--- src/rtl/polar_to_cartesian_assert.svh ---
// Assertion macros shared by the polar to cartesian converter.
`ifndef POLAR_TO_CARTESIAN_ASSERT_SVH
`define POLAR_TO_CARTESIAN_ASSERT_SVH

// Same-cycle implication, checked outside reset.
`define P2C_ASSERT_NOW(label, clk, rst_n, cond, expr) \
	label: assert property (@(posedge clk) disable iff (!rst_n) (cond) |-> (expr)) \
		else $error("p2c assertion failed");

// Next-cycle implication, checked outside reset.
`define P2C_ASSERT_NEXT(label, clk, rst_n, cond, expr) \
	label: assert property (@(posedge clk) disable iff (!rst_n) (cond) |=> (expr)) \
		else $error("p2c assertion failed");

`endif

--- src/rtl/p2c_pkg.sv ---
// Constants and tables for the polar to cartesian converter.
package p2c_pkg;

	localparam int ROTATION_STAGES_DEF = 20;
	localparam int SAMPLE_WIDTH_DEF    = 24;
	localparam int GUARD_BITS          = 16;
	localparam int ATAN_ENTRIES        = 32;
	localparam int ANGLE_W             = 32;
	// residual angle with one spare bit above the turn
	localparam int ZW                  = ANGLE_W + 1;

	// radians Q.19 to turns: round(2^40/pi), product bits 28..59 give the angle
	localparam logic [38:0] TURN_SCALE = 39'd349985421095;
	localparam int TURN_SPLIT          = 20;
	localparam int PROD_W              = 60;
	localparam int ANGLE_LSB           = 28;

	// 1/K as Q0.32
	localparam logic [31:0] INV_GAIN   = 32'h9B74EDA8;

	// atan(2^-i) in 2^32-per-turn units
	localparam logic [ANGLE_W-1:0] ATAN_TURNS [ATAN_ENTRIES] = '{
		32'd536870912, 32'd316933406, 32'd167458907, 32'd85004756,
		32'd42667331,  32'd21354465,  32'd10679838,  32'd5340245,
		32'd2670163,   32'd1335087,   32'd667544,    32'd333772,
		32'd166886,    32'd83443,     32'd41722,     32'd20861,
		32'd10430,     32'd5215,      32'd2608,      32'd1304,
		32'd652,       32'd326,       32'd163,       32'd81,
		32'd41,        32'd20,        32'd10,        32'd5,
		32'd3,         32'd1,         32'd1,         32'd0
	};

endpackage

--- src/rtl/p2c_back.sv ---
// Back end: round off the guard bits, saturate and hold the result.
module p2c_back #(
	parameter int SAMPLE_WIDTH = p2c_pkg::SAMPLE_WIDTH_DEF
) (
	input  logic                                               clk,
	input  logic                                               arst_n,
	input  logic                                               in_valid,
	output logic                                               in_ready,
	input  logic signed [SAMPLE_WIDTH+p2c_pkg::GUARD_BITS+2:0] x,
	input  logic signed [SAMPLE_WIDTH+p2c_pkg::GUARD_BITS+2:0] y,
	output logic                                               out_valid,
	input  logic                                               out_ready,
	output logic signed [SAMPLE_WIDTH-1:0]                     real_part,
	output logic signed [SAMPLE_WIDTH-1:0]                     imag_part
);
	import p2c_pkg::*;

	localparam int XW = SAMPLE_WIDTH + GUARD_BITS + 3;
	localparam int RW = XW - GUARD_BITS;

	function automatic logic [SAMPLE_WIDTH-1:0] round_sat(input logic signed [XW-1:0] v);
		logic signed [XW-1:0] t;
		logic signed [RW-1:0] r;
		logic [RW-SAMPLE_WIDTH:0] top;
		t   = v + (XW'(1) << (GUARD_BITS - 1));
		r   = t[XW-1:GUARD_BITS];
		top = r[RW-1:SAMPLE_WIDTH-1];
		if ((&top) || !(|top)) begin
			round_sat = r[SAMPLE_WIDTH-1:0];
		end else if (r[RW-1]) begin
			round_sat = {1'b1, {(SAMPLE_WIDTH-1){1'b0}}};
		end else begin
			round_sat = {1'b0, {(SAMPLE_WIDTH-1){1'b1}}};
		end
	endfunction

	logic                          valid_q;
	logic signed [SAMPLE_WIDTH-1:0] real_q, imag_q;

	assign in_ready = !valid_q || out_ready;

	always_ff @(posedge clk or negedge arst_n) begin
		if (!arst_n) begin
			valid_q <= 1'b0;
		end else if (in_ready) begin
			valid_q <= in_valid;
		end
	end

	always_ff @(posedge clk) begin
		if (in_ready && in_valid) begin
			real_q <= round_sat(x);
			imag_q <= round_sat(y);
		end
	end

	assign out_valid = valid_q;
	assign real_part = real_q;
	assign imag_part = imag_q;

endmodule

--- config.mk ---
export PLATFORM = sky130hd
export DESIGN_NAME = p2c_back
export DESIGN_NICKNAME = d
export VERILOG_FILES = /design/src/rtl/polar_to_cartesian_assert.svh /design/src/rtl/p2c_pkg.sv /design/src/rtl/p2c_back.sv
export SDC_FILE = /design/constraint.sdc
export NUM_CORES = 1
export LEC_CHECK = 0
export BUFFER_PORTS_ARGS = -buffer_cell sky130_fd_sc_hd__buf_2
export CORE_ASPECT_RATIO = 0.6
export CORE_UTILIZATION = 51
export DETAILED_ROUTE_END_ITERATION = 10
export PLACE_DENSITY = 0.83
export SLEW_MARGIN = 20
export SYNTH_ARGS = -nofsm -noshare
export SYNTH_HDL_FRONTEND = slang
export SYNTH_SLANG_ARGS = --single-unit
--- constraint.sdc ---
create_clock -name clk -period 5.1 [get_ports clk]
set_input_delay 1.02 -clock clk [delete_from_list [all_inputs] [get_ports clk]]
set_output_delay 1.02 -clock clk [all_outputs]
set_load 0.03 [all_outputs]
* After elaboration in Yosys (flattened, before gate mapping) *
Index checks and enable logic that the tools add are counted.
Widths: inputs -> output; s select.

operators by class
  mux-type cells = 4
  add/subtract/negate cells = 2
  reduce and logical (&&, ||, !) cells = 11

operators with widths
  operator                number
  $mux 24                 4
  $add 43x17->43 const B  2
  $reduce_and 4->1        2
  $reduce_or 4->1         2
  $logic_not 1->1         3
  $logic_or 1x1->1        3
  $logic_and 1x1->1       1

storage, ports and cells
  flip-flop bits (word level) = 49
  input port bits = 90
  word-level logic and storage cells = 20
  output and inout bits = 50

* Logic depth before layout (Yosys ltp) *
  word-level depth = 5
  depth in mapped cells = 10
  depth with buffers taken out = 7

* Least setup slack after synthesis *
No wires, ideal clock.

  kind = input-to-reg
  start point = in out_ready
  end point = reg imag_q[0] (netlist: imag_part[0]), enable pin
  library setup time = 0.410 ns
  required time = 4.690 ns
  path slack = 2.138 ns
  arrival time = 2.552 ns
  stages on the path = 2
  buffers on the path = 0
  cells stage by stage = nand2b_1 and2_1

between the ends
  word-level cells in the longest chain between the ends = 2

RTL lines
  what                  line            text
  from (decl)           p2c_back.sv:12  input logic out_ready,
  $logic_or 1x1->1      p2c_back.sv:40  assign in_ready = !valid_q || out_ready;
  $logic_and 1x1->1     p2c_back.sv:51  if (in_ready && in_valid) begin
  to (signal assigned)  p2c_back.sv:53  imag_q <= round_sat(y);
  to (decl)             p2c_back.sv:38  logic signed [SAMPLE_WIDTH-1:0] real_q, imag_q;

Every way passes these cells.
A chain may end at the register's enable or synchronous reset.

* Final worst setup path *
  start point = in y[17] (netlist name)
  end point = reg imag_q[2] (netlist: imag_part[2]), data pin

between the ends
  word-level cells in the longest chain between the ends = 5
  elaborated cells on any way between the ends = 7

RTL lines
  what              line            text
  from (decl)       p2c_back.sv:10  input logic signed [SAMPLE_WIDTH+p2c_pkg::GUARD_BITS+2:0] y,
  $add 43x17->43 *  p2c_back.sv:25  t = v + (XW'(1) << (GUARD_BITS - 1));
  $reduce_or 4->1   p2c_back.sv:28  if ((&top) || !(|top)) begin
  $logic_not 1->1   p2c_back.sv:28
  $logic_or 1x1->1  p2c_back.sv:28
  $mux 24 *         p2c_back.sv:28

Mark *: on every way between the ends. The rest lies on a longest branch, timed or not.

==> results_dict.tcl <==
set metrics [dict create \
    outcome "finished clean" \
    cp.depth 7 \
    cp_max_fo 18 \
    fin_skew_ns 0.00541 \
    ctsHoldBuffers 0 \
    grt_setup_unrepaired "no" \
    rows 21 \
    cts_post_setup_buffers_inserted 0 \
    dpl.hpwl_mm 5.56 \
    setup_violations 0 \
    seq_power_share_pct 52.8 \
    n_antenna_cell 0 \
    worstReg2RegEnd "real_part[5]$_DFFE_PP_" \
    cts_tree "built" \
    max_slew_margin_pct 45.6 \
    netlist.top_cell.by_area "edfxtp_1" \
    dr_total_vias 2667 \
    comb_power_share_pct 23.0 \
    p_switching_w 0.000276 \
    port_buffers 109 \
    synth_cell_type_count 48 \
    fin_crit_ns 3.39 \
    gr-total-overflow 0 \
    grt_pass1_wl_mm 11.4 \
    p_per_area_nw_per_um2 244 \
    dieArea_um2 6360 \
    crit_required_ns 5.11 \
    synthArstFlopShare_pct 2.04 \
    synth_area_per_cell_um2 10.5 \
    mappedNetlistArea_um2 3080 \
    post_dp_cell_area_um2 3660 \
    clkTransAtPathRegs_ns 0.09 \
    final_common_cell "buf_2" \
    path_buf_inv 1 \
    drtPass1Iterations 5 \
    htreeDepth 2 \
    reg2regPathDepth 2 \
    switching_share_pct 30.1 \
    synth_top_area_share_pct 46.8 \
    initialDrtViolationCount 160 \
    p_int_w 0.000640 \
    design_area_um2 3740 \
    arrival_ns 3.40 \
    start_util_pct 54.0 \
    grt_pass1_vias 2377 \
    yosys-top-cells-area "edfxtp_1 (47%), xor2_1 (6.5%), xnor2_1 (6.3%)" \
    cp_slowest_cell "and2_1" \
    startpoint_type "input port" \
    antenna_found_initial 0 \
    layout-drive-gt1-share_pct 35.5 \
    r2r_start "out_valid$_DFFE_PN0N_" \
    crit_type "input port to flop" \
    fin_util_pct 65.7 \
    synthesis.nets 385 \
    cp_top_family "simple AND/OR/NAND/NOR gates" \
    p_leak_nw 1.40 \
    root_buffer "clkbuf_8" \
    ant_nets 0 \
    clkSinkCount 49 \
    die_w_um 102 \
    synth_seq_area_share_pct 47.6 \
    ys_seq_elements 49 \
    area_delta_synth_final_pct 21.6 \
    drc_errors 0 \
    die_h_um 62.2 \
    numCtsBuffers 5 \
    min_path_type "input port to async pin" \
    groute.usage.overall_pct 23.2 \
    wirelength_mm 7.25 \
    wl_per_cell_um 15.0 \
    layout_common_cells "buf_2 (109), edfxtp_1 (48), a21oi_1 (34)" \
    vias_per_cell 5.52 \
    place.gp.congestion 0.844 \
    hold_viol_final 0 \
    syn-instance-count 293 \
    ff2ff_setup_slack_ns 3.63 \
    yosysWarningCount 0 \
    ios 140 \
    tns_ns 0 \
    insertion_delay_ns 0.30 \
    postCtsResizedCells 0 \
    tightest_slew_ns 0.813 \
    synth_edf_count 48 \
    synth_ff_type "edfxtp_1" \
    grt_max_degree 49 \
    clkPwrFrac_pct 24.2 \
    max_cap_viol_count 0 \
    clk_path_buf_depth 2 \
    power_w 0.000915 \
    period_share_pct 66.4 \
    vdd_ir_drop_max_mv 0.153 \
    fin_nets 494 \
    max_freq_ghz 0.295 \
    drv_slew 0 \
    core_um2 5700 \
    path_cells "buf_2 -> nand4_1 -> nor2_1 -> nand4b_1 -> xnor2_2 -> and2_1 -> o21ai_1" \
    crit_path_end_kind "flop" \
    slowest_delay_ns 0.67 \
]
[cells in the mapped netlist (6+ instances only)]
cell type,n
a21oi_1,34
and3_1,6
edfxtp_1,48
inv_1,6
nand2_1,21
nand3_1,24
nand4_1,11
nor2_1,22
nor3_1,8
o21ai_2,6
xnor2_1,22
xor2_1,23
[stage by stage]
step	hold slack, ns	cells	worst slack [ns]
2_1_floorplan	0.724	293	2.14
3_3_place_gp	0.499	475	1.59
3_5_place_dp	0.546	475	1.46
4_1_cts	0.473	483	1.78
5_1_grt	0.461	483	1.54
6_report	0.479	483	1.71
[per-layer routing]
layer | share of wire, % | track usage, %
met5 | 0 | 0
met4 | 0.59 | 3.57
met3 | 5.9 | 4.39
met2 | 44 | 34.9
met1 | 49 | 35.3
[area by class of cell]
cell class / count / area [um^2]
Fill cell: 482 / 1960
Multi-Input combinational cell: 229 / 1510
Sequential cell: 49 / 1470
Timing Repair Buffer: 111 / 561
Tap cell: 80 / 100
Clock buffer: 6 / 72.6
Inverter: 6 / 22.5
Clock inverter: 2 / 10.0
[flip-flops by register name, summed over array words and instances (netlist names)]
register and count:
out_valid 1, imag_part 24, real_part 24
[worst register-to-register path: stages (launching register included)]
cell and delay (ns):
dfrtp_1 0.39, nand2b_1 0.12, and2_4 0.57
[worst max-delay path by stage]
| stage | from | endpoint | slack, ns |
|---|---|---|---|
| floorplan | out_ready | imag_part[0]$_DFFE_PP_ | 2.14 |
| CTS | y[17] | imag_part[2]$_DFFE_PP_ | 1.78 |
| global placement | y[17] | imag_part[2]$_DFFE_PP_ | 1.59 |
| detailed placement | y[17] | imag_part[2]$_DFFE_PP_ | 1.46 |
| global route | y[17] | imag_part[2]$_DFFE_PP_ | 1.54 |
| finish | y[17] | imag_part[2]$_DFFE_PP_ | 1.71 |
[cells by family after synthesis]
family	synth area share, %
AND/OR/NAND/NOR	22.1
AO/OA/AOI/OAI	12.8
adder cells (fa/ha/maj)	0.813
buffers and inverters	3.33
XOR/XNOR	13.3
flip-flops	47.6
[power by group through the flow]
| stage | Combinational, W | Clock [W] | Sequential (W) |
|---|---|---|---|
| 3_5_place_dp | 0.000210 | 0 | 0.000493 |
| 2_1_floorplan | 0.0000799 | 0 | 0.000546 |
| 6_report | 0.000210 | 0.000221 | 0.000484 |
| 3_3_place_gp | 0.000204 | 0 | 0.000491 |
| 5_1_grt | 0.000227 | 0.000244 | 0.000486 |
| 4_1_cts | 0.000210 | 0.000227 | 0.000484 |
(Power assumes the default switching activity.)
