## src/rtl/polar_to_cartesian_assert.svh

```systemverilog
// Assertion macros shared by the polar to cartesian converter.
`ifndef POLAR_TO_CARTESIAN_ASSERT_SVH
`define POLAR_TO_CARTESIAN_ASSERT_SVH

// Same-cycle implication, checked outside reset.
`define P2C_ASSERT_NOW(label, clk, rst_n, cond, expr) \
	label: assert property (@(posedge clk) disable iff (!rst_n) (cond) |-> (expr)) \
		else $error("p2c assertion failed");

// Next-cycle implication, checked outside reset.
`define P2C_ASSERT_NEXT(label, clk, rst_n, cond, expr) \
	label: assert property (@(posedge clk) disable iff (!rst_n) (cond) |=> (expr)) \
		else $error("p2c assertion failed");

`endif

```

## src/rtl/p2c_pkg.sv

```systemverilog
// Constants and tables for the polar to cartesian converter.
package p2c_pkg;

	localparam int ROTATION_STAGES_DEF = 20;
	localparam int SAMPLE_WIDTH_DEF    = 24;
	localparam int GUARD_BITS          = 16;
	localparam int ATAN_ENTRIES        = 32;
	localparam int ANGLE_W             = 32;
	// residual angle with one spare bit above the turn
	localparam int ZW                  = ANGLE_W + 1;

	// radians Q.19 to turns: round(2^40/pi), product bits 28..59 give the angle
	localparam logic [38:0] TURN_SCALE = 39'd349985421095;
	localparam int TURN_SPLIT          = 20;
	localparam int PROD_W              = 60;
	localparam int ANGLE_LSB           = 28;

	// 1/K as Q0.32
	localparam logic [31:0] INV_GAIN   = 32'h9B74EDA8;

	// atan(2^-i) in 2^32-per-turn units
	localparam logic [ANGLE_W-1:0] ATAN_TURNS [ATAN_ENTRIES] = '{
		32'd536870912, 32'd316933406, 32'd167458907, 32'd85004756,
		32'd42667331,  32'd21354465,  32'd10679838,  32'd5340245,
		32'd2670163,   32'd1335087,   32'd667544,    32'd333772,
		32'd166886,    32'd83443,     32'd41722,     32'd20861,
		32'd10430,     32'd5215,      32'd2608,      32'd1304,
		32'd652,       32'd326,       32'd163,       32'd81,
		32'd41,        32'd20,        32'd10,        32'd5,
		32'd3,         32'd1,         32'd1,         32'd0
	};

endpackage

```

## src/rtl/p2c_front.sv

```systemverilog
// Front end: phase to turns, gain compensation and quadrant fold.
module p2c_front #(
	parameter int SAMPLE_WIDTH = p2c_pkg::SAMPLE_WIDTH_DEF
) (
	input  logic                                          clk,
	input  logic                                          arst_n,
	input  logic                                          in_valid,
	output logic                                          in_ready,
	input  logic signed [SAMPLE_WIDTH-1:0]                magnitude,
	input  logic signed [SAMPLE_WIDTH-1:0]                phase_radians,
	output logic                                          out_valid,
	input  logic                                          out_ready,
	output logic signed [SAMPLE_WIDTH+p2c_pkg::GUARD_BITS+2:0] x,
	output logic signed [p2c_pkg::ZW-1:0]                 z
);
	import p2c_pkg::*;

	localparam int XW    = SAMPLE_WIDTH + GUARD_BITS + 3;
	localparam int PLO_W = SAMPLE_WIDTH + TURN_SPLIT + 1;
	localparam int PHI_W = SAMPLE_WIDTH + (39 - TURN_SPLIT) + 1;
	localparam int GP_W  = SAMPLE_WIDTH + GUARD_BITS + 1;

	localparam logic [TURN_SPLIT-1:0]    TURN_LO = TURN_SCALE[TURN_SPLIT-1:0];
	localparam logic [38-TURN_SPLIT:0]   TURN_HI = TURN_SCALE[38:TURN_SPLIT];
	localparam logic [GUARD_BITS-1:0]    GAIN_LO = INV_GAIN[GUARD_BITS-1:0];
	localparam logic [31-GUARD_BITS:0]   GAIN_HI = INV_GAIN[31:GUARD_BITS];

	logic                     valid_s1, valid_s2;
	logic                     ready_s1, ready_s2;
	logic signed [PLO_W-1:0]  ph_lo_s1;
	logic signed [PHI_W-1:0]  ph_hi_s1;
	logic signed [GP_W-1:0]   mag_lo_s1, mag_hi_s1;
	logic signed [XW-1:0]     x_s2;
	logic signed [ZW-1:0]     z_s2;

	logic [PROD_W-1:0]        ang_sum;
	logic [ANGLE_W-1:0]       angle;
	logic                     fold;
	logic signed [XW-1:0]     x_gain;

	assign ready_s2 = !valid_s2 || out_ready;
	assign ready_s1 = !valid_s1 || ready_s2;
	assign in_ready = ready_s1;

	// split each wide constant product into two narrow partial products
	always_ff @(posedge clk or negedge arst_n) begin
		if (!arst_n) begin
			valid_s1 <= 1'b0;
		end else if (ready_s1) begin
			valid_s1 <= in_valid;
		end
	end

	always_ff @(posedge clk) begin
		if (ready_s1 && in_valid) begin
			ph_lo_s1  <= PLO_W'(phase_radians) * PLO_W'($signed({1'b0, TURN_LO}));
			ph_hi_s1  <= PHI_W'(phase_radians) * PHI_W'($signed({1'b0, TURN_HI}));
			mag_lo_s1 <= GP_W'(magnitude) * GP_W'($signed({1'b0, GAIN_LO}));
			mag_hi_s1 <= GP_W'(magnitude) * GP_W'($signed({1'b0, GAIN_HI}));
		end
	end

	always_comb begin
		ang_sum = PROD_W'(ph_lo_s1) + (PROD_W'(ph_hi_s1) << TURN_SPLIT)
			+ (PROD_W'(1) << (ANGLE_LSB - 1));
		angle   = ang_sum[ANGLE_LSB +: ANGLE_W];
		// second and third quarter: rotate by half a turn, negate the start vector
		fold    = angle[ANGLE_W-1] ^ angle[ANGLE_W-2];
		x_gain  = XW'(mag_hi_s1) + XW'(mag_lo_s1 >>> GUARD_BITS);
	end

	always_ff @(posedge clk or negedge arst_n) begin
		if (!arst_n) begin
			valid_s2 <= 1'b0;
		end else if (ready_s2) begin
			valid_s2 <= valid_s1;
		end
	end

	always_ff @(posedge clk) begin
		if (ready_s2 && valid_s1) begin
			x_s2 <= fold ? -x_gain : x_gain;
			z_s2 <= {angle[ANGLE_W-1] ^ fold, angle[ANGLE_W-1] ^ fold,
				angle[ANGLE_W-2:0]};
		end
	end

	assign out_valid = valid_s2;
	assign x         = x_s2;
	assign z         = z_s2;

endmodule

```

## config.mk

```make
export PLATFORM = sky130hd
export DESIGN_NAME = p2c_front
export DESIGN_NICKNAME = d
export VERILOG_FILES = /design/src/rtl/polar_to_cartesian_assert.svh /design/src/rtl/p2c_pkg.sv /design/src/rtl/p2c_front.sv
export SDC_FILE = /design/constraint.sdc
export NUM_CORES = 2
export LEC_CHECK = 0
export ABC_AREA = 1
export BUFFER_PORTS_ARGS = -buffer_cell sky130_fd_sc_hd__buf_2
export CAP_MARGIN = 5
export CORE_ASPECT_RATIO = 0.6
export CORE_MARGIN = 1.5
export CORE_UTILIZATION = 55
export CTS_CLUSTER_DIAMETER = 200
export DETAILED_ROUTE_END_ITERATION = 7
export PLACE_DENSITY = 0.72
export RECOVER_POWER = 25
export SYNTH_ARGS = -nofsm -noshare
export SYNTH_HDL_FRONTEND = slang
export SYNTH_SLANG_ARGS = --single-unit
```

## constraint.sdc

```tcl
create_clock -name clk -period 6.5 [get_ports clk]
set_clock_uncertainty 0.05 [all_clocks]
set_input_delay 1.3 -clock clk [delete_from_list [all_inputs] [get_ports clk]]
set_output_delay 1.3 -clock clk [all_outputs]
set_load 0.02 [all_outputs]
```

# Yosys cells after proc, flatten, opt, wreduce, memory -nomap -nowiden
# Index checks and enable logic that the tools add are counted.
[classes]
bitwise = 2
reduce_logical = 6
mul = 4
mux = 1
addsub = 4
[ops]
columns = ["op", "n"]
rows = [
  ["$add 42x60->60", 1],
  ["$add 60x29->60 const B", 1],
  ["$mux 43", 1],
  ["$neg 42->43", 1],
  ["$add 41x25->42", 1],
  ["$mul 24x18->42 const B", 1],
  ["$mul 24x15->39 const B", 1],
  ["$mul 24x14->38 const B", 1],
  ["$mul 24x18->38 const B", 1],
  ["$logic_and 1x1->1", 2],
  ["$logic_not 1->1", 2],
  ["$logic_or 1x1->1", 2],
  ["$xor 1x1->1", 2],
]
[totals]
register_bits = 234
out_inout_bits = 78
input_bits = 52
word_cells = 25

# Longest topological paths before layout
[depth]
depth_word = 4
depth_mapped = 26
ltp_nobuf = 26

# Least setup slack after synthesis
# OpenSTA, ideal clock, no wires.
[synth_path]
path_type = "input-to-reg"
start = "input phase_radians[14]"
end = "register ph_hi_s1[35], data pin"
setup_time_ns = 0.265
path_slack_ns = 0.086
n_path_buf = 0
t_required_ns = 6.185
cell_stages = 23
arrival_time_ns = 6.098
path_cell_list = "inv_1 fa_1 fa_1 inv_1 ha_1 inv_1 fa_1 inv_1 fa_1 inv_1 fa_1 inv_1 ha_1 a21oi_1 inv_1 a31oi_1 a21boi_0 inv_1 nand2_1 nand2_1 a21boi_0 o21ai_0 xor2_1"
[synth_via]
elab_chain_len = 1
[synth_rtl]
columns = ["item", "line", "text"]
rows = [
  ["start, declared", "p2c_front.sv:10", "input logic signed [SAMPLE_WIDTH-1:0] phase_radians,"],
  ["$mul 24x18->38", "p2c_front.sv:57", "ph_hi_s1 <= PHI_W'(phase_radians) * PHI_W'($signed({1'b0, TURN_HI}));"],
  ["end signal, assigned", "p2c_front.sv:57", ""],
  ["end, declared", "p2c_front.sv:31", "logic signed [PHI_W-1:0] ph_hi_s1;"],
]
# No other way between the ends.
# A chain may end at the register's enable or synchronous reset.

# Worst setup path in the final report
[layout_path]
start = "input phase_radians[5]"
end = "register ph_lo_s1[38], data pin"
[layout_via]
elab_chain_len = 1
[layout_rtl]
columns = ["item", "line", "text"]
rows = [
  ["$mul 24x18->42", "p2c_front.sv:56", "ph_lo_s1 <= PLO_W'(phase_radians) * PLO_W'($signed({1'b0, TURN_LO}));"],
  ["end signal, assigned", "p2c_front.sv:56", ""],
  ["end, declared", "p2c_front.sv:30", "logic signed [PLO_W-1:0] ph_lo_s1;"],
]
# No other way between the ends.

==> results.ini <==
[run_status]
status=complete, but fails checks
violations=capacitance limit, slew limit

[worst_setup_path]
crit_fanout=4
r2r-end=x[37]
reg2reg_slack_ns=2.15
ff2ff_path_depth=16
r2r_start=ph_lo_s1[41]
startpoint_type=input port
crit_path_end_kind=register
crit_arrival_ns=6.53
required_ns=6.67
crit_type=in -> reg

[synth]
ys_seq_area_frac=0.140
avgSynthCellArea_um2=8.57
ys_async_sr_fraction=0.0101
synth.ff_latch_count=198
synth_edf_count=196
syn_nets=6263
ys_warn_count=0
syn-instance-count=4946
synth_cell_types=51
synth-main-ff-cell=edfxtp_1
synth_area_um2=42400

[timing]
setup_violations=0
tightest_slew_ns=3.73
rsz0062_at_grt=true
fmax_mhz=157
period_share=0.978
hold_viol=0
fin_crit_ns=6.36
drv_slew=75
relSlewSlack=-1.49

[drt]
first_pass_iters=8
drt_iter0_markers=3303
via_count=35300
wl_um=133000
routedWlPerCell_um=19.6
ant_nets=0
drc=0
vias_per_cell=5.22

[placement]
placed_cell_area_um2=49300
dp_hpwl_um=120000
io_buffers=129
gp_congestion=1.03

[clocking]
cts.htree.levels=4
cts_num_sinks=198
cts_buffers=17
tritoncts=yes
root_buffer=clkbuf_16
cts_buffer_depth=2
path_clk_slew_ns=0.08
clock_latency_ns=0.46

[floorplanning]
floorplan.die.width_um=361
coreArea_um2=75900
dieHeight_um=218
start_util=0.558
rows=78
die-area_um2=78800
top_level_ports=130

[global_routing]
first_global_vias=35000
grt_start_max_net_pins=75
grt_antenna_before_repair=1
grtUsageTotal=0.343
grt_pass1_wl_um=203000
overflow=0

[layout]
drive_gt1_frac=0.161
areaGrowthSynthToFinish_pct=18.4
multi_input_area_um2=31100
nFillCells=6444
most-common-layout-cells=1471 x inv_1, 694 x nand2_1, 663 x buf_4
fin_area_um2=50200
fin_nets=7070
final_common_cell=inv_1
seqCellArea_um2=5940
diodes=0
fin_util=0.661

[hold_path]
hold_depth=2
hold_start=valid_s1
hold_end=out_valid
hold_path.class=reg -> reg

[job]
max_cap_violations=1

-- state kept, by name (all words and copies together) (netlist names) --
register / cells
x: 43
valid_s1: 1
ph_hi_s1: 36
ph_lo_s1: 22
mag_lo_s1: 25
z: 31
out_valid: 1
mag_hi_s1: 39
-- logic make-up (layout without fill, tap and decap cells) --
group / count (synthesis) / in the layout / share of synthesized area
AND/OR/NAND/NOR: 1244 / 1244 / 0.123
flip-flops: 198 / 198 / 0.140
multiplexers: 1 / 1 / 0.000266
buffers and inverters: 1494 / 2314 / 0.133
XOR/XNOR: 222 / 222 / 0.0459
AO/OA/AOI/OAI: 522 / 522 / 0.0697
adder cells (fa/ha/maj): 1265 / 1265 / 0.487
-- how the worst max path moves through the flow --
| stage | from | to | slack (ns) | cells past startpoint |
|---|---|---|---|---|
| detailed placement | phase_radians[3] | ph_hi_s1[32] | -0.64 | 23 |
| global placement | phase_radians[9] | ph_hi_s1[32] | -0.47 | 22 |
| finish | phase_radians[5] | ph_lo_s1[38] | 0.14 | 28 |
| global route | phase_radians[5] | ph_lo_s1[38] | -0.05 | 27 |
| floorplan | phase_radians[14] | ph_hi_s1[35] | 0.09 | 23 |
| CTS | phase_radians[3] | ph_hi_s1[32] | 0.002 | 25 |
-- cells in the mapped netlist (35+ instances only) --
cell,n,area share
a31oi_1,44,0.0065
nand3_1,120,0.014
fa_1,643,0.30
nand2_1,696,0.062
edfxtp_1,196,0.14
xnor2_1,64,0.013
xor2_1,158,0.033
a21oi_1,249,0.029
ha_1,622,0.18
nand4_1,35,0.0052
o21ai_0,125,0.015
inv_1,1473,0.13
nor2_1,290,0.026
-- metrics by stage --
step	setup TNS, ns	hold slack (ns)	worst slack [ns]	std cells
after global routing	-0.138	0.504	-0.0521	6766
after detailed placement	-17.87	0.462	-0.636	6731
after floorplan	0	0.397	0.0864	4946
after global placement	-13.43	0.435	-0.471	6731
final	0	0.471	0.140	6766
after CTS	0	0.479	0.00205	6763
-- routing by layer --
metal	global-route usage	vias to the layer above	wire (um)
li1	-	16700	-
met1	0.552	16800	66300
met2	0.402	1698	44300
met3	0.174	61	21100
met4	0.0301	4	773
met5	0.0135	-	160
-- worst max-delay path: stages --
cell	delay, ns
buf_2	0.15
ha_2	0.40
xor2_2	0.18
ha_1	0.19
a21oi_2	0.05
buf_4	0.15
fa_1	0.52
inv_1	0.05
fa_1	0.47
fa_1	0.56
inv_1	0.06
fa_1	0.55
inv_1	0.05
ha_1	0.33
a21oi_1	0.19
buf_4	0.13
o21a_1	0.13
nor2_1	0.05
nor2_1	0.08
nand2_1	0.06
a21oi_1	0.14
buf_4	0.20
o21bai_4	0.08
nand2_1	0.06
nand2_1	0.10
nand2_1	0.09
nand2_1	0.06
xor2_1	0.13
-- area by class of cell --
cell class	count	area share
Clock inverter	15	0.00362
Multi-Input combinational cell	3254	0.620
Inverter	1483	0.111
Clock buffer	17	0.00848
Sequential cell	198	0.118
Timing Repair Buffer	799	0.114
Tap cell	1000	0.0249
-- what timing repair did --
item,in CTS,in global routing
setup buffers,0,3
hold buffers,0,0
setup endpoints to repair,3,54
pin swaps,0,13
gates resized for setup,3,92
Power is left out: the tool's default activity adds up to more than one toggle a clock period on the data nets, which glitch-free logic cannot reach.
