`src/rtl/polar_to_cartesian_assert.svh`:
```
// Assertion macros shared by the polar to cartesian converter.
`ifndef POLAR_TO_CARTESIAN_ASSERT_SVH
`define POLAR_TO_CARTESIAN_ASSERT_SVH

// Same-cycle implication, checked outside reset.
`define P2C_ASSERT_NOW(label, clk, rst_n, cond, expr) \
	label: assert property (@(posedge clk) disable iff (!rst_n) (cond) |-> (expr)) \
		else $error("p2c assertion failed");

// Next-cycle implication, checked outside reset.
`define P2C_ASSERT_NEXT(label, clk, rst_n, cond, expr) \
	label: assert property (@(posedge clk) disable iff (!rst_n) (cond) |=> (expr)) \
		else $error("p2c assertion failed");

`endif

```
`src/rtl/p2c_pkg.sv`:
```
// Constants and tables for the polar to cartesian converter.
package p2c_pkg;

	localparam int ROTATION_STAGES_DEF = 20;
	localparam int SAMPLE_WIDTH_DEF    = 24;
	localparam int GUARD_BITS          = 16;
	localparam int ATAN_ENTRIES        = 32;
	localparam int ANGLE_W             = 32;
	// residual angle with one spare bit above the turn
	localparam int ZW                  = ANGLE_W + 1;

	// radians Q.19 to turns: round(2^40/pi), product bits 28..59 give the angle
	localparam logic [38:0] TURN_SCALE = 39'd349985421095;
	localparam int TURN_SPLIT          = 20;
	localparam int PROD_W              = 60;
	localparam int ANGLE_LSB           = 28;

	// 1/K as Q0.32
	localparam logic [31:0] INV_GAIN   = 32'h9B74EDA8;

	// atan(2^-i) in 2^32-per-turn units
	localparam logic [ANGLE_W-1:0] ATAN_TURNS [ATAN_ENTRIES] = '{
		32'd536870912, 32'd316933406, 32'd167458907, 32'd85004756,
		32'd42667331,  32'd21354465,  32'd10679838,  32'd5340245,
		32'd2670163,   32'd1335087,   32'd667544,    32'd333772,
		32'd166886,    32'd83443,     32'd41722,     32'd20861,
		32'd10430,     32'd5215,      32'd2608,      32'd1304,
		32'd652,       32'd326,       32'd163,       32'd81,
		32'd41,        32'd20,        32'd10,        32'd5,
		32'd3,         32'd1,         32'd1,         32'd0
	};

endpackage

```
`src/rtl/p2c_cell.sv`:
```
// One rotation cell: a single micro-rotation by atan(2^-STAGE).
module p2c_cell #(
	parameter int SAMPLE_WIDTH = p2c_pkg::SAMPLE_WIDTH_DEF,
	parameter int STAGE        = 0
) (
	input  logic                                               clk,
	input  logic                                               arst_n,
	input  logic                                               in_valid,
	output logic                                               in_ready,
	input  logic signed [SAMPLE_WIDTH+p2c_pkg::GUARD_BITS+2:0] x_in,
	input  logic signed [SAMPLE_WIDTH+p2c_pkg::GUARD_BITS+2:0] y_in,
	input  logic signed [p2c_pkg::ZW-1:0]                      z_in,
	output logic                                               out_valid,
	input  logic                                               out_ready,
	output logic signed [SAMPLE_WIDTH+p2c_pkg::GUARD_BITS+2:0] x_out,
	output logic signed [SAMPLE_WIDTH+p2c_pkg::GUARD_BITS+2:0] y_out,
	output logic signed [p2c_pkg::ZW-1:0]                      z_out
);
	import p2c_pkg::*;

	localparam int XW = SAMPLE_WIDTH + GUARD_BITS + 3;
	localparam logic signed [ZW-1:0] STEP = $signed({1'b0, ATAN_TURNS[STAGE]});

	logic                 valid_q;
	logic signed [XW-1:0] x_q, y_q;
	logic signed [ZW-1:0] z_q;
	logic signed [XW-1:0] dx, dy;
	logic                 up;

	assign in_ready = !valid_q || out_ready;
	assign dx       = y_in >>> STAGE;
	assign dy       = x_in >>> STAGE;
	// rotate positively when the residual angle is zero or above
	assign up       = !z_in[ZW-1];

	always_ff @(posedge clk or negedge arst_n) begin
		if (!arst_n) begin
			valid_q <= 1'b0;
		end else if (in_ready) begin
			valid_q <= in_valid;
		end
	end

	always_ff @(posedge clk) begin
		if (in_ready && in_valid) begin
			x_q <= up ? x_in - dx : x_in + dx;
			y_q <= up ? y_in + dy : y_in - dy;
			z_q <= up ? z_in - STEP : z_in + STEP;
		end
	end

	assign out_valid = valid_q;
	assign x_out     = x_q;
	assign y_out     = y_q;
	assign z_out     = z_q;

endmodule

```
`config.mk`:
```
export PLATFORM = sky130hd
export DESIGN_NAME = p2c_cell
export DESIGN_NICKNAME = d
export VERILOG_FILES = /design/src/rtl/polar_to_cartesian_assert.svh /design/src/rtl/p2c_pkg.sv /design/src/rtl/p2c_cell.sv
export SDC_FILE = /design/constraint.sdc
export NUM_CORES = 1
export LEC_CHECK = 0
export BUFFER_PORTS_ARGS = -buffer_cell sky130_fd_sc_hd__buf_2
export CORE_MARGIN = 3
export CORE_UTILIZATION = 51
export CTS_CLUSTER_DIAMETER = 150
export DETAILED_ROUTE_END_ITERATION = 8
export PLACE_DENSITY = 0.81
export SLEW_MARGIN = 20
export SYNTH_ARGS = -nofsm -noshare
export SYNTH_HDL_FRONTEND = slang
export SYNTH_SLANG_ARGS = --single-unit
export TNS_END_PERCENT = 30
```
`constraint.sdc`:
```
create_clock -name clk -period 3.59 [get_ports clk]
set_input_delay 0.5385 -clock clk [delete_from_list [all_inputs] [get_ports clk]]
set_output_delay 0.5385 -clock clk [all_outputs]
set_load 0.05 [all_outputs]
```
Word level (Yosys, flattened, before mapping)
Cells that the tools add are included.
{"block": "classes", "add_sub_neg": 5, "n_mux": 3, "reduce_logical": 3}
{"cell": "43-bit two-way mux", "count": 2}
{"cell": "43-bit subtractor", "count": 2}
{"cell": "43-bit adder", "count": 1}
{"cell": "33-bit by 31-bit adder with 33-bit output, second input constant", "count": 1}
{"cell": "33-bit two-way mux", "count": 1}
{"cell": "33-bit by 31-bit subtractor with 33-bit output, second input constant", "count": 1}
{"cell": "1-bit logical AND", "count": 1}
{"cell": "1-bit logical NOT", "count": 1}
{"cell": "1-bit logical OR", "count": 1}
{"block": "word_totals", "ff_bits": 120, "wordCells": 15}

Depth between registers and ports, before layout
Gate-level depths: netlist of run 1.
{"block": "depth", "word_depth": 3, "ltp_mapped": 14}

Least setup slack after synthesis of run 1
No wires, ideal clock.
{"block": "synth_timing", "path_type": "register -> register", "from": "register valid_q (netlist: out_valid)", "to": "register x_q[0] (netlist: x_out[0]) (enable)", "arrival_time_ns": 3.856, "slack_ns": -0.756, "path_stages_with_launch": 3, "path_buffers": 0, "period_less_slack_ns": 4.346, "cell_sequence": "dfrtp_1 > nand2b_1 > and2_1"}
{"block": "synth_via", "elab_chain_cells": 3}
{"element": "start: declaration", "line": "p2c_cell.sv:24", "rtl": "logic valid_q;"}
{"element": "start signal: assignment", "line": "p2c_cell.sv:40", "rtl": "valid_q <= in_valid;"}
{"element": "1-bit logical NOT", "line": "p2c_cell.sv:30", "rtl": "assign in_ready = !valid_q || out_ready;"}
{"element": "1-bit logical OR", "line": "p2c_cell.sv:30"}
{"element": "named net in_ready", "line": "p2c_cell.sv:9", "rtl": "output logic in_ready,"}
{"element": "1-bit logical AND", "line": "p2c_cell.sv:45", "rtl": "if (in_ready && in_valid) begin"}
{"element": "end signal: assignment", "line": "p2c_cell.sv:46", "rtl": "x_q <= up ? x_in - dx : x_in + dx;"}
{"element": "end: declaration", "line": "p2c_cell.sv:25", "rtl": "logic signed [XW-1:0] x_q, y_q;"}
The timed path passes the listed nets, and every way through them passes these cells.
A chain may end at the register's enable or synchronous reset.

Worst setup path in the final report of run 1
{"block": "layout_timing", "from": "input port x_in[5] (netlist bit)", "to": "register y_q[41] (netlist: y_out[41]) (data pin)"}
{"block": "layout_via", "elab_chain_cells": 2, "elab_cells_between_ends": 3}
{"element": "start: declaration", "line": "p2c_cell.sv:10", "rtl": "input logic signed [SAMPLE_WIDTH+p2c_pkg::GUARD_BITS+2:0] x_in,"}
{"element": "43-bit adder / 43-bit subtractor (equally long branches)", "line": "p2c_cell.sv:47", "rtl": "y_q <= up ? y_in + dy : y_in - dy;"}
{"element": "43-bit two-way mux *", "line": "p2c_cell.sv:47"}
{"element": "end signal: assignment", "line": "p2c_cell.sv:47"}
{"element": "end: declaration", "line": "p2c_cell.sv:25"}
Every way passes the cells marked *; elsewhere a longest branch is shown, timed or not.

==> results of run 1 <==
kinds of logic after synthesis:
group / Yosys count
and+or+nand+nor: 302
xor gates and xnor gates: 84
adders and majority gates: 147
AOI/OAI and AO/OA: 426
buffers and inverters: 183
DFF: 119
muxes: 30
critical path, delay by kind of cell:
family / cells / cell delay [ns]
compound gates: 6 / 1.27
xor+xnor: 1 / 0.09
fa+ha+maj: 1 / 0.42
buf+inv: 3 / 0.36
simple gates: 3 / 0.73
cell type report:
| type | instances | area share |
|---|---|---|
| Antenna cell | 1 | 0.0001746 |
| Clock buffer | 17 | 0.02967 |
| Clock inverter | 15 | 0.01257 |
| Inverter | 126 | 0.03299 |
| Multi-Input combinational cell | 989 | 0.5031 |
| Sequential cell | 119 | 0.2489 |
| Tap cell | 280 | 0.02444 |
| Timing Repair Buffer | 362 | 0.1482 |
per-stage QoR:
stage | setup TNS (ns) | area, um2 | hold WS, ns | setup slack [ns]
5_1_grt | 0 | 14340 | 0.2770 | 0.1775
2_1_floorplan | 0 | 11530 | 0.2429 | 0.4667
6_report | 0 | 14340 | 0.2895 | 0.3251
3_5_place_dp | 0 | 13720 | 0.3140 | 0.005138
4_1_cts | 0 | 14330 | 0.2767 | 0.4396
3_3_place_gp | -0.007361 | 13720 | 0.3161 | -0.007361
worst paths after layout:
kind                       cells after the start                    end                   from  slack (ns)
setup / recovery                              14    y_out[41]$_DFFE_PP_                x_in[5]        0.33
hold / removal                                 1    z_out[25]$_DFFE_PP_               z_in[25]        0.29
setup reg to reg                               3    x_out[22]$_DFFE_PP_  out_valid$_DFFE_PN0N_        1.72
hold reg to reg                                2  out_valid$_DFFE_PN0N_  out_valid$_DFFE_PN0N_        0.59
max in group asynchronous                      2  out_valid$_DFFE_PN0N_                 arst_n        3.09
min in group asynchronous                      2  out_valid$_DFFE_PN0N_                 arst_n        0.42
per-layer routing:
layer | GRT usage | vias up | part of all wire
met2 | 0.4732 | 611 | 0.44
li1 | - | 5296 | -
met5 | 0 | - | 0
met4 | 0.1201 | 0 | 0.039
met1 | 0.4252 | 5281 | 0.43
met3 | 0.04867 | 92 | 0.082
flip-flops by register name, indices dropped and copies added, names as in the netlist:
name and count:
x_out 43, y_out 42, z_out 33, out_valid 1
power by group through the flow:
stage / logic (uW) / clock network (uW) / registers, uW
final: 2440 / 1810 / 1790
after global routing: 2610 / 1890 / 1800
after CTS: 2410 / 1830 / 1790
after detailed placement: 2400 / 0 / 1820
after global placement: 2380 / 0 / 1820
after floorplan: 1130 / 0 / 2300
cell usage after synthesis, drive strengths merged (3+ instances only):
master | count | area share
a221oi | 5 | 0.0059
and3 | 7 | 0.0039
o21a | 23 | 0.015
nor4 | 9 | 0.0062
inv | 124 | 0.040
a31oi | 5 | 0.0040
o221ai | 6 | 0.0051
a211oi | 12 | 0.0082
buf | 33 | 0.016
o21bai | 21 | 0.014
a21oi | 163 | 0.073
nor3 | 29 | 0.013
clkbuf | 24 | 0.0078
o21ba | 3 | 0.0026
a211o | 9 | 0.0068
mux2i | 30 | 0.026
o21ai | 92 | 0.041
fa | 4 | 0.0069
xnor2 | 72 | 0.055
nor2b | 16 | 0.0087
nor2 | 101 | 0.034
o22ai | 4 | 0.0034
o31a | 3 | 0.0023
xor2 | 12 | 0.0091
nand4 | 20 | 0.011
o41ai | 3 | 0.0052
edfxtp | 118 | 0.31
nand3b | 3 | 0.0020
a21o | 26 | 0.017
or3 | 9 | 0.0053
nand3 | 23 | 0.010
o211ai | 10 | 0.0069
o2111ai | 4 | 0.0030
ha | 143 | 0.16
and2 | 5 | 0.0027
nand2b | 8 | 0.0043
nand2 | 65 | 0.021
a311o | 3 | 0.0026
o311ai | 3 | 0.0029
o31ai | 15 | 0.011
==> impl_metrics.yaml, run 1 <==
power:
  p_sw_uw: 2432
  p_leak_uw: 0.006600
  pwr-share-comb: 0.404
  ir_drop_mv: 0.2659
  clkPwrFrac: 0.300
  pwr-share-seq: 0.296
  powerDensity_nw_per_um2: 421.7
  power_uw: 6045
  p_sw_frac: 0.4024
  intPower_uw: 3613
timing:
  max_freq_mhz: 306.3
  min_period_ns: 3.265
  slew_violations: 0
  clock_skew_ns: 0.01440
  hold_violations: 0
  rsz0062_at_grt: "false"
  worst-slew-pin-transition_ns: 0.9681
  setup_viol: 0
  fin_crit_sh: 0.9094
  slew_headroom: 0.3546
setup_path:
  critPathMaxFanout: 5
  cp.arrival_ns: 3.42
  cp_data_required_time_ns: 3.75
  worstSetupEndpointType: "register"
  path_class: "in -> reg"
  cp_cell_sequence: "buf_2 -> inv_1 -> ha_1 -> buf_4 -> nand4_1 -> or3_1 -> a21oi_1 -> o31ai_1 -> o21a_1 -> o21bai_1 -> a311o_1 -> o211ai_1 -> nor2_1 -> xor2_1"
  max_stage_delay_ns: 0.42
  cp_slowest_cell: "ha_1"
  start_kind: "primary input"
synthesis:
  synth.avg_cell_area_um2: 8.929
  yosys_most_used_dff: "edfxtp_1"
  synth_xor_area_frac: 0.06382
  yosys_warnings: 0
  synth-edff-count: 118
  syn_inst: 1291
  post_synth_mux_area_share: 0.02605
  ys_seq_elements: 119
  yosys.area_share.simple: 0.1274
  synth_top_family_by_area: "compound AO/OA/AOI/OAI gates"
  synth_compound_area_frac: 0.2460
  syn_area_um2: 11530
  synth_fa_ha_area_frac: 0.1622
  seq_area_frac_synth: 0.3096
  syn_nets: 1561
  yosysUniqueCellTypes: 88
  ys_async_sr_fraction: 0.008403
status:
  outcome: "finished, final reports clean"
layout:
  seqCellArea_um2: 3568
  multi_input_area_um2: 7212
  fillers: 1885
  num-nets-final: 1885
  final_core_util: 0.6509
  drive_above_1_share: 0.2697
  final_common_cell: "buf_2"
  stdcell_count: 1909
  layout_common_cells: "243 x buf_2, 157 x a21oi_1, 143 x ha_1"
  area_delta_synth_final_pct: 24.37
clock_tree:
  cts_sinks: 119
  h-tree-depth: 4
  path_clk_slew_ns: 0.06
  clk_latency_ns: 0.43
  clockRootBuffer: "clkbuf_16"
  cts_resized: 0
  ctsHoldBuffers: 1
  ctsLongestPathBuffers: 2
  cts_tree: "built"
  numCtsBuffers: 17
  cts_setup_buffers: 0
detailed_routing:
  post_drt_wl_per_cell_um: 20.13
  dr.pass1.iters: 6
  vias: 11280
  drtIter0Drc: 1051
  detail-route-antenna-nets: 0
  viasPerCell: 5.909
  drc: 0
  wirelength_um: 38420
global_route:
  grt-ovfl-total: 0
  grtUsageTotal: 0.3042
  grt_max_degree: 84
  antenna_found_initial: 1
  grt_pass1_vias: 10694
  grt_pass1_wl_um: 58540
floorplanning:
  fp.dieW_um: 156.3
  start_util: 0.5233
  core_area_um2: 22030
  ios: 244
  rows: 54
  die_y_um: 156.3
  die-area_um2: 24440
placed_design:
  dp_hpwl_um: 30870
  routabilityCongestion: 0.9871
  portBuffers: 243
  dp.cells: 1875
worst_hold_path:
  min_path_type: "in -> reg"
flow_run:
  max_cap_viol_count: 0
Note: power is estimated with default switching activity, not from simulation.
==> run 2, diff against run 1 <==
- ABC_AREA: default -> 1
- CORE_UTILIZATION: 51 -> 53
- PLACE_DENSITY: 0.81 -> 0.82
==> run 2 against run 1 <==
  * Clock power up 7%
  * Routed wire length grew 49%
  * Critical path type unchanged
  * Design area is 17% higher
  * Largest power group unchanged
  * Non-clock buffer count decreased by 93
  * First-iteration DRC count is 86% higher
  * Cell count grew 55%
  * Via count increased by 45%
  * Combinational power increased by 8.2%
  * Global-route usage is 7.3 points higher
==> impl_metrics.yaml, run 2 <==
status:
  outcome: "finished, final reports clean"
setup_path:
  path_class: "in -> reg"
  worstSetupEndpointType: "register"
  critPathMaxFanout: 4
  cp.arrival_ns: 3.05
  cp_data_required_time_ns: 3.77
  start_kind: "primary input"
detailed_routing:
  viasPerCell: 5.536
  dr.pass1.iters: 6
  detail-route-antenna-nets: 0
  drtIter0Drc: 1956
  drc: 0
  wirelength_um: 57190
  post_drt_wl_per_cell_um: 19.34
  vias: 16369
global_route:
  grt_max_degree: 81
  grt_pass1_vias: 15575
  grt_pass1_wl_um: 84550
  grtUsageTotal: 0.3776
  antenna_found_initial: 0
  grt-ovfl-total: 0
clock_tree:
  cts_resized: 0
  ctsLongestPathBuffers: 2
  path_clk_slew_ns: 0.07
  numCtsBuffers: 17
  clk_latency_ns: 0.43
  clockRootBuffer: "clkbuf_16"
  cts_tree: "built"
  h-tree-depth: 4
  ctsHoldBuffers: 1
  cts_setup_buffers: 0
  cts_sinks: 119
floorplanning:
  die-area_um2: 29560
  die_y_um: 171.9
  start_util: 0.5399
  fp.dieW_um: 171.9
  core_area_um2: 27030
  rows: 60
  ios: 244
layout:
  num-nets-final: 2873
  drive_above_1_share: 0.1342
  n_antenna_cell: 0
  design_area_um2: 16700
  final_common_cell: "nand2_1"
  area_delta_synth_final_pct: 14.48
  largest_reg_flops: 43
  final_core_util: 0.6181
  layout_common_cells: "841 x nand2_1, 426 x inv_1, 243 x buf_2"
synthesis:
  synth-edff-count: 118
  syn_nets: 2644
  ys_seq_elements: 119
  yosys-top-cells-area: "edfxtp_1 24%, nand2_1 22%, ha_1 12%, inv_1 11%, nand3_1 7.0%"
  synth_top_area_share: 0.2428
  synth.most_common_cell: "nand2_1"
  synth.avg_cell_area_um2: 6.146
  syn_area_um2: 14590
  yosysUniqueCellTypes: 42
  synth_area_leader_cell: "edfxtp_1"
  ys_async_sr_fraction: 0.008403
  yosys_warnings: 0
  syn_inst: 2374
  yosys_most_used_dff: "edfxtp_1"
  ys_top_cells_by_count: "841 x nand2_1, 426 x inv_1, 212 x nor2_1, 205 x nand3_1, 143 x ha_1"
  seq_area_frac_synth: 0.2446
power:
  powerDensity_nw_per_um2: 378.0
  power_uw: 6315
  p_leak_uw: 0.009321
  ir_drop_mv: 0.2254
timing:
  min_period_ns: 2.877
  worst-slew-pin-transition_ns: 1.030
  slew_violations: 0
  setup_viol: 0
  fin_tns_setup_ns: 0
  fin_crit_sh: 0.8014
  clock_skew_ns: 0.01262
  max_freq_mhz: 347.6
  hold_violations: 0
  rsz0062_at_grt: "false"
  slew_headroom: 0.3136
placed_design:
  place_area_um2: 16080
  dp_hpwl_um: 47650
  portBuffers: 243
  routabilityCongestion: 1.049
worst_hold_path:
  min_path_type: "in -> reg"
flow_run:
  max_cap_viol_count: 0
[run 2: changes by cell type in the layout (fill, tap and decap cells not counted), moves of 16 or more]
| cell | change |
|---|---|
| a21o_1 | -25 |
| a21oi_1 | -32 |
| buf_4 | -94 |
| inv_1 | +305 |
| mux2i_1 | -28 |
| nand2_1 | +776 |
| nand3_1 | +183 |
| nor2_1 | +115 |
| nor2_2 | +16 |
| nor2b_1 | -16 |
| nor3_1 | -20 |
| o21a_1 | -21 |
| xnor2_1 | -71 |
[run 2: metal layers]
metal | track usage | up-vias | share of wire | wire length, um
met5 | 0 | - | 0 | 0
met4 | 0.2166 | 0 | 0.060 | 3452
met3 | 0.06059 | 159 | 0.10 | 5879
met2 | 0.5914 | 957 | 0.43 | 24880
met1 | 0.4955 | 7394 | 0.40 | 22980
li1 | - | 7859 | - | -
[run 2: critical path: stages]
cell,delay [ns]
buf_2,0.10
inv_1,0.04
ha_1,0.33
fa_1,0.54
inv_1,0.16
nand2_1,0.07
nand2_1,0.22
nand2_1,0.09
nand2_1,0.19
inv_1,0.13
o21ai_2,0.26
nand2_1,0.13
nand2_1,0.09
nand2_1,0.05
nand3_1,0.06
nand2_1,0.06
[run 2: layout make-up]
| cell class | count | area [um2] |
|---|---|---|
| Clock buffer | 17 | 425.4 |
| Clock inverter | 15 | 190.2 |
| Fill cell | 2640 | 10320 |
| Inverter | 434 | 1629 |
| Multi-Input combinational cell | 1762 | 9026 |
| Sequential cell | 119 | 3568 |
| Tap cell | 341 | 426.7 |
| Timing Repair Buffer | 269 | 1439 |
[run 2: worst paths after layout]
check                                      start                     to  slack, ns  cells past startpoint
max                                      x_in[0]    x_out[32]$_DFFE_PP_       0.71                     16
min                                     z_in[21]    z_out[21]$_DFFE_PP_       0.28                      1
max reg2reg                out_valid$_DFFE_PN0N_     z_out[3]$_DFFE_PP_       1.77                      2
min reg2reg                out_valid$_DFFE_PN0N_  out_valid$_DFFE_PN0N_       0.59                      2
max in group asynchronous                 arst_n  out_valid$_DFFE_PN0N_       3.10                      2
min in group asynchronous                 arst_n  out_valid$_DFFE_PN0N_       0.41                      2
[run 2: power by group]
part	internal (uW)	switching, uW
sequential	1700	36.3
combinational	699	1940
clock	1110	823
total	3520	2800
[run 2: kinds of logic after synthesis]
logic type | share of synthesized area
fa+ha+maj | 0.1281
simple gates | 0.3703
xor+xnor | 0.01501
compound gates | 0.1031
buf+inv | 0.1376
flops | 0.2446
mux | 0.001372
[run 2: stage by stage]
| step | hold WS (ns) | instances | setup WS, ns |
|---|---|---|---|
| 6_report | 0.2775 | 2957 | 0.7128 |
| 5_1_grt | 0.2693 | 2957 | 0.6111 |
| 4_1_cts | 0.2648 | 2957 | 0.8495 |
| 3_5_place_dp | 0.3163 | 2924 | 0.4047 |
| 3_3_place_gp | 0.3139 | 2924 | 0.3935 |
| 2_1_floorplan | 0.2429 | 2374 | 0.5320 |
==> run 3, diff against run 2 <==
- ABC_AREA: 1 -> 0
- CORE_UTILIZATION: 53 -> 51
- PLACE_DENSITY: 0.82 -> 0.81
- clock period: 3.59 -> 2.6 ns (I/O delays scaled with it)
==> run 3 against run 2 <==
  * Clock power up 24%
  * Via count shrank 21%
  * Setup slack lost 0.90 ns
  * Clock-buffer cell count did not move
  * The run now ends with negative setup slack left
  * Design area increased by 5.9%
  * Sequential share of layout area fell by 1.2 points
==> impl_metrics.yaml, run 3 (synthesis gave the netlist of run 1 again) <==
power:
  p_leak_uw: 0.008227
  powerDensity_nw_per_um2: 520.0
  ir_drop_mv: 0.3954
detailed_routing:
  wirelength_um: 46720
  detail-route-antenna-nets: 0
  post_drt_wl_per_cell_um: 21.02
  viasPerCell: 5.826
  dr.pass1.iters: 6
  vias: 12952
  drc: 0
  drtIter0Drc: 1287
worst_hold_path:
  hold_depth: 1
  min_path_type: "in -> reg"
  min_to: "z_out[1]$_DFFE_PP_"
  hold_start: "z_in[1]"
placed_design:
  dp_hpwl_um: 35870
  dpl_worst_slack_ns: -0.8489
  routabilityCongestion: 1.010
  portBuffers: 243
  dp.cells: 2164
  place_area_um2: 15940
layout:
  largest_reg_flops: 43
  design_area_um2: 17700
  fillers: 1468
  layout_common_cells: "416 x buf_4, 236 x buf_2, 121 x a21oi_1"
  num-nets-final: 2199
  drive_above_1_share: 0.4562
  area_delta_synth_final_pct: 53.53
  stdcell_count: 2223
  final_common_cell: "buf_4"
setup_path:
  start_kind: "primary input"
  cp_data_required_time_ns: 2.78
  r2r-end: "y_out[31]$_DFFE_PP_"
  ff2ff_setup_slack_ns: 1.05
  worstSetupEndpointType: "register"
  cp.arrival_ns: 2.97
  critPathMaxFanout: 4
  rr_worst_depth: 3
  r2r_start: "out_valid$_DFFE_PN0N_"
  path_class: "in -> reg"
clock_tree:
  cts_sinks: 119
  clockRootBuffer: "clkbuf_16"
  cts_tree: "built"
  clk_latency_ns: 0.44
  numCtsBuffers: 17
  ctsLongestPathBuffers: 2
  path_clk_slew_ns: 0.07
  h-tree-depth: 4
global_route:
  grt-ovfl-total: 0
  grt_max_degree: 47
  grt_pass1_wl_um: 68480
  grt_pass1_vias: 12834
  antenna_found_initial: 1
  grtUsageTotal: 0.3539
timing:
  min_period_ns: 2.785
  worst-slew-pin-transition_ns: 0.5123
  fin_tns_setup_ns: -2.414
  fin_crit_sh: 1.071
  slew_violations: 0
  clock_skew_ns: 0.01366
  setup_viol: 26
  worst_slack_ns: -0.1854
  slew_headroom: 0.6549
  max_freq_mhz: 359.0
  rsz0062_at_grt: "true"
  hold_violations: 0
status:
  outcome: "finished with violations"
  violations: "negative setup slack"
floorplanning:
  die_y_um: 156.3
  die-area_um2: 24440
  start_util: 0.5233
  rows: 54
  ios: 244
  fp.dieW_um: 156.3
  core_area_um2: 22030
flow_run:
  max_cap_viol_count: 0
==> run 3: changes by cell type in the layout (fill, tap and decap cells not counted), sizes merged, moves of 25 or more <==
cell | before | now
nand2 | 846 | 65
a21oi | 131 | 163
mux2i | 2 | 30
nand3 | 209 | 23
nor2 | 231 | 101
a21o | 1 | 26
xnor2 | 1 | 72
inv | 440 | 134
buf | 268 | 674
==> run 3: timing repair <==
| item | in CTS | in global routing |
|---|---|---|
| pin swaps | 46 | 69 |
| hold buffers | 1 | 0 |
| setup endpoints to repair | 48 | 52 |
| hold endpoints to repair | 1 | 0 |
| setup buffers | 12 | 15 |
| gates resized for setup | 113 | 112 |
==> run 3: power by group <==
| part | leakage, uW | switching [uW] | internal, uW |
|---|---|---|---|
| Clock | 0.000277 | 1120 | 1280 |
| Combinational | 0.00682 | 2600 | 1720 |
| Sequential | 0.00113 | 71.3 | 2410 |
==> run 3: how the worst max path moves through the flow <==
| stage | from | to | cells after the start |
|---|---|---|---|
| 6_report | y_in[0] | x_out[40]$_DFFE_PP_ | 16 |
| 4_1_cts | y_in[0] | y_out[42]$_DFFE_PP_ | 15 |
| 3_3_place_gp | x_in[7] | y_out[42]$_DFFE_PP_ | 14 |
| 5_1_grt | y_in[0] | x_out[40]$_DFFE_PP_ | 16 |
| 2_1_floorplan | x_in[0] | y_out[40]$_DFFE_PP_ | 13 |
| 3_5_place_dp | x_in[7] | y_out[42]$_DFFE_PP_ | 14 |
==> run 3: layer usage <==
| metal | up-vias | GRT usage | share of wire |
|---|---|---|---|
| li1 | 5903 | - | - |
| met1 | 6186 | 0.4580 | 0.40 |
| met2 | 728 | 0.5952 | 0.47 |
| met3 | 135 | 0.05697 | 0.086 |
| met4 | 0 | 0.1367 | 0.043 |
| met5 | - | 0 | 0 |
==> run 3: stage by stage <==
step                utilization  hold WS (ns)  power (uW)
CTS                      0.7768        0.1273        8919
floorplan                     -       0.09441        4742
global placement         0.7236        0.1652        6306
global route             0.8035        0.1251        9537
finish                   0.8035        0.1305        9204
detailed placement       0.7236        0.1657        6370
==> run 3: cell type report <==
type	count	area (um2)	share of cell area
clock buffers	17	425.4	0.02404
repair buffers	676	4626	0.2614
well taps	280	350.3	0.01980
flip-flops and latches	119	3568	0.2016
multi-input cells	989	8095	0.4574
clock inverters	15	155.1	0.008766
inverters	126	475.5	0.02686
diodes	1	2.502	0.0001414
==> run 3: worst max-delay path, stage by stage <==
cell and delay, ns:
buf_8 0.08, ha_4 0.14, inv_2 0.04, fa_2 0.36
nor2_4 0.12, nor2_4 0.05, o41ai_4 0.30, a41oi_4 0.22
o22ai_4 0.28, buf_4 0.17, a21oi_4 0.08, o221ai_2 0.23
buf_4 0.19, a21oi_2 0.05, a2bb2oi_2 0.13, xnor2_1 0.12
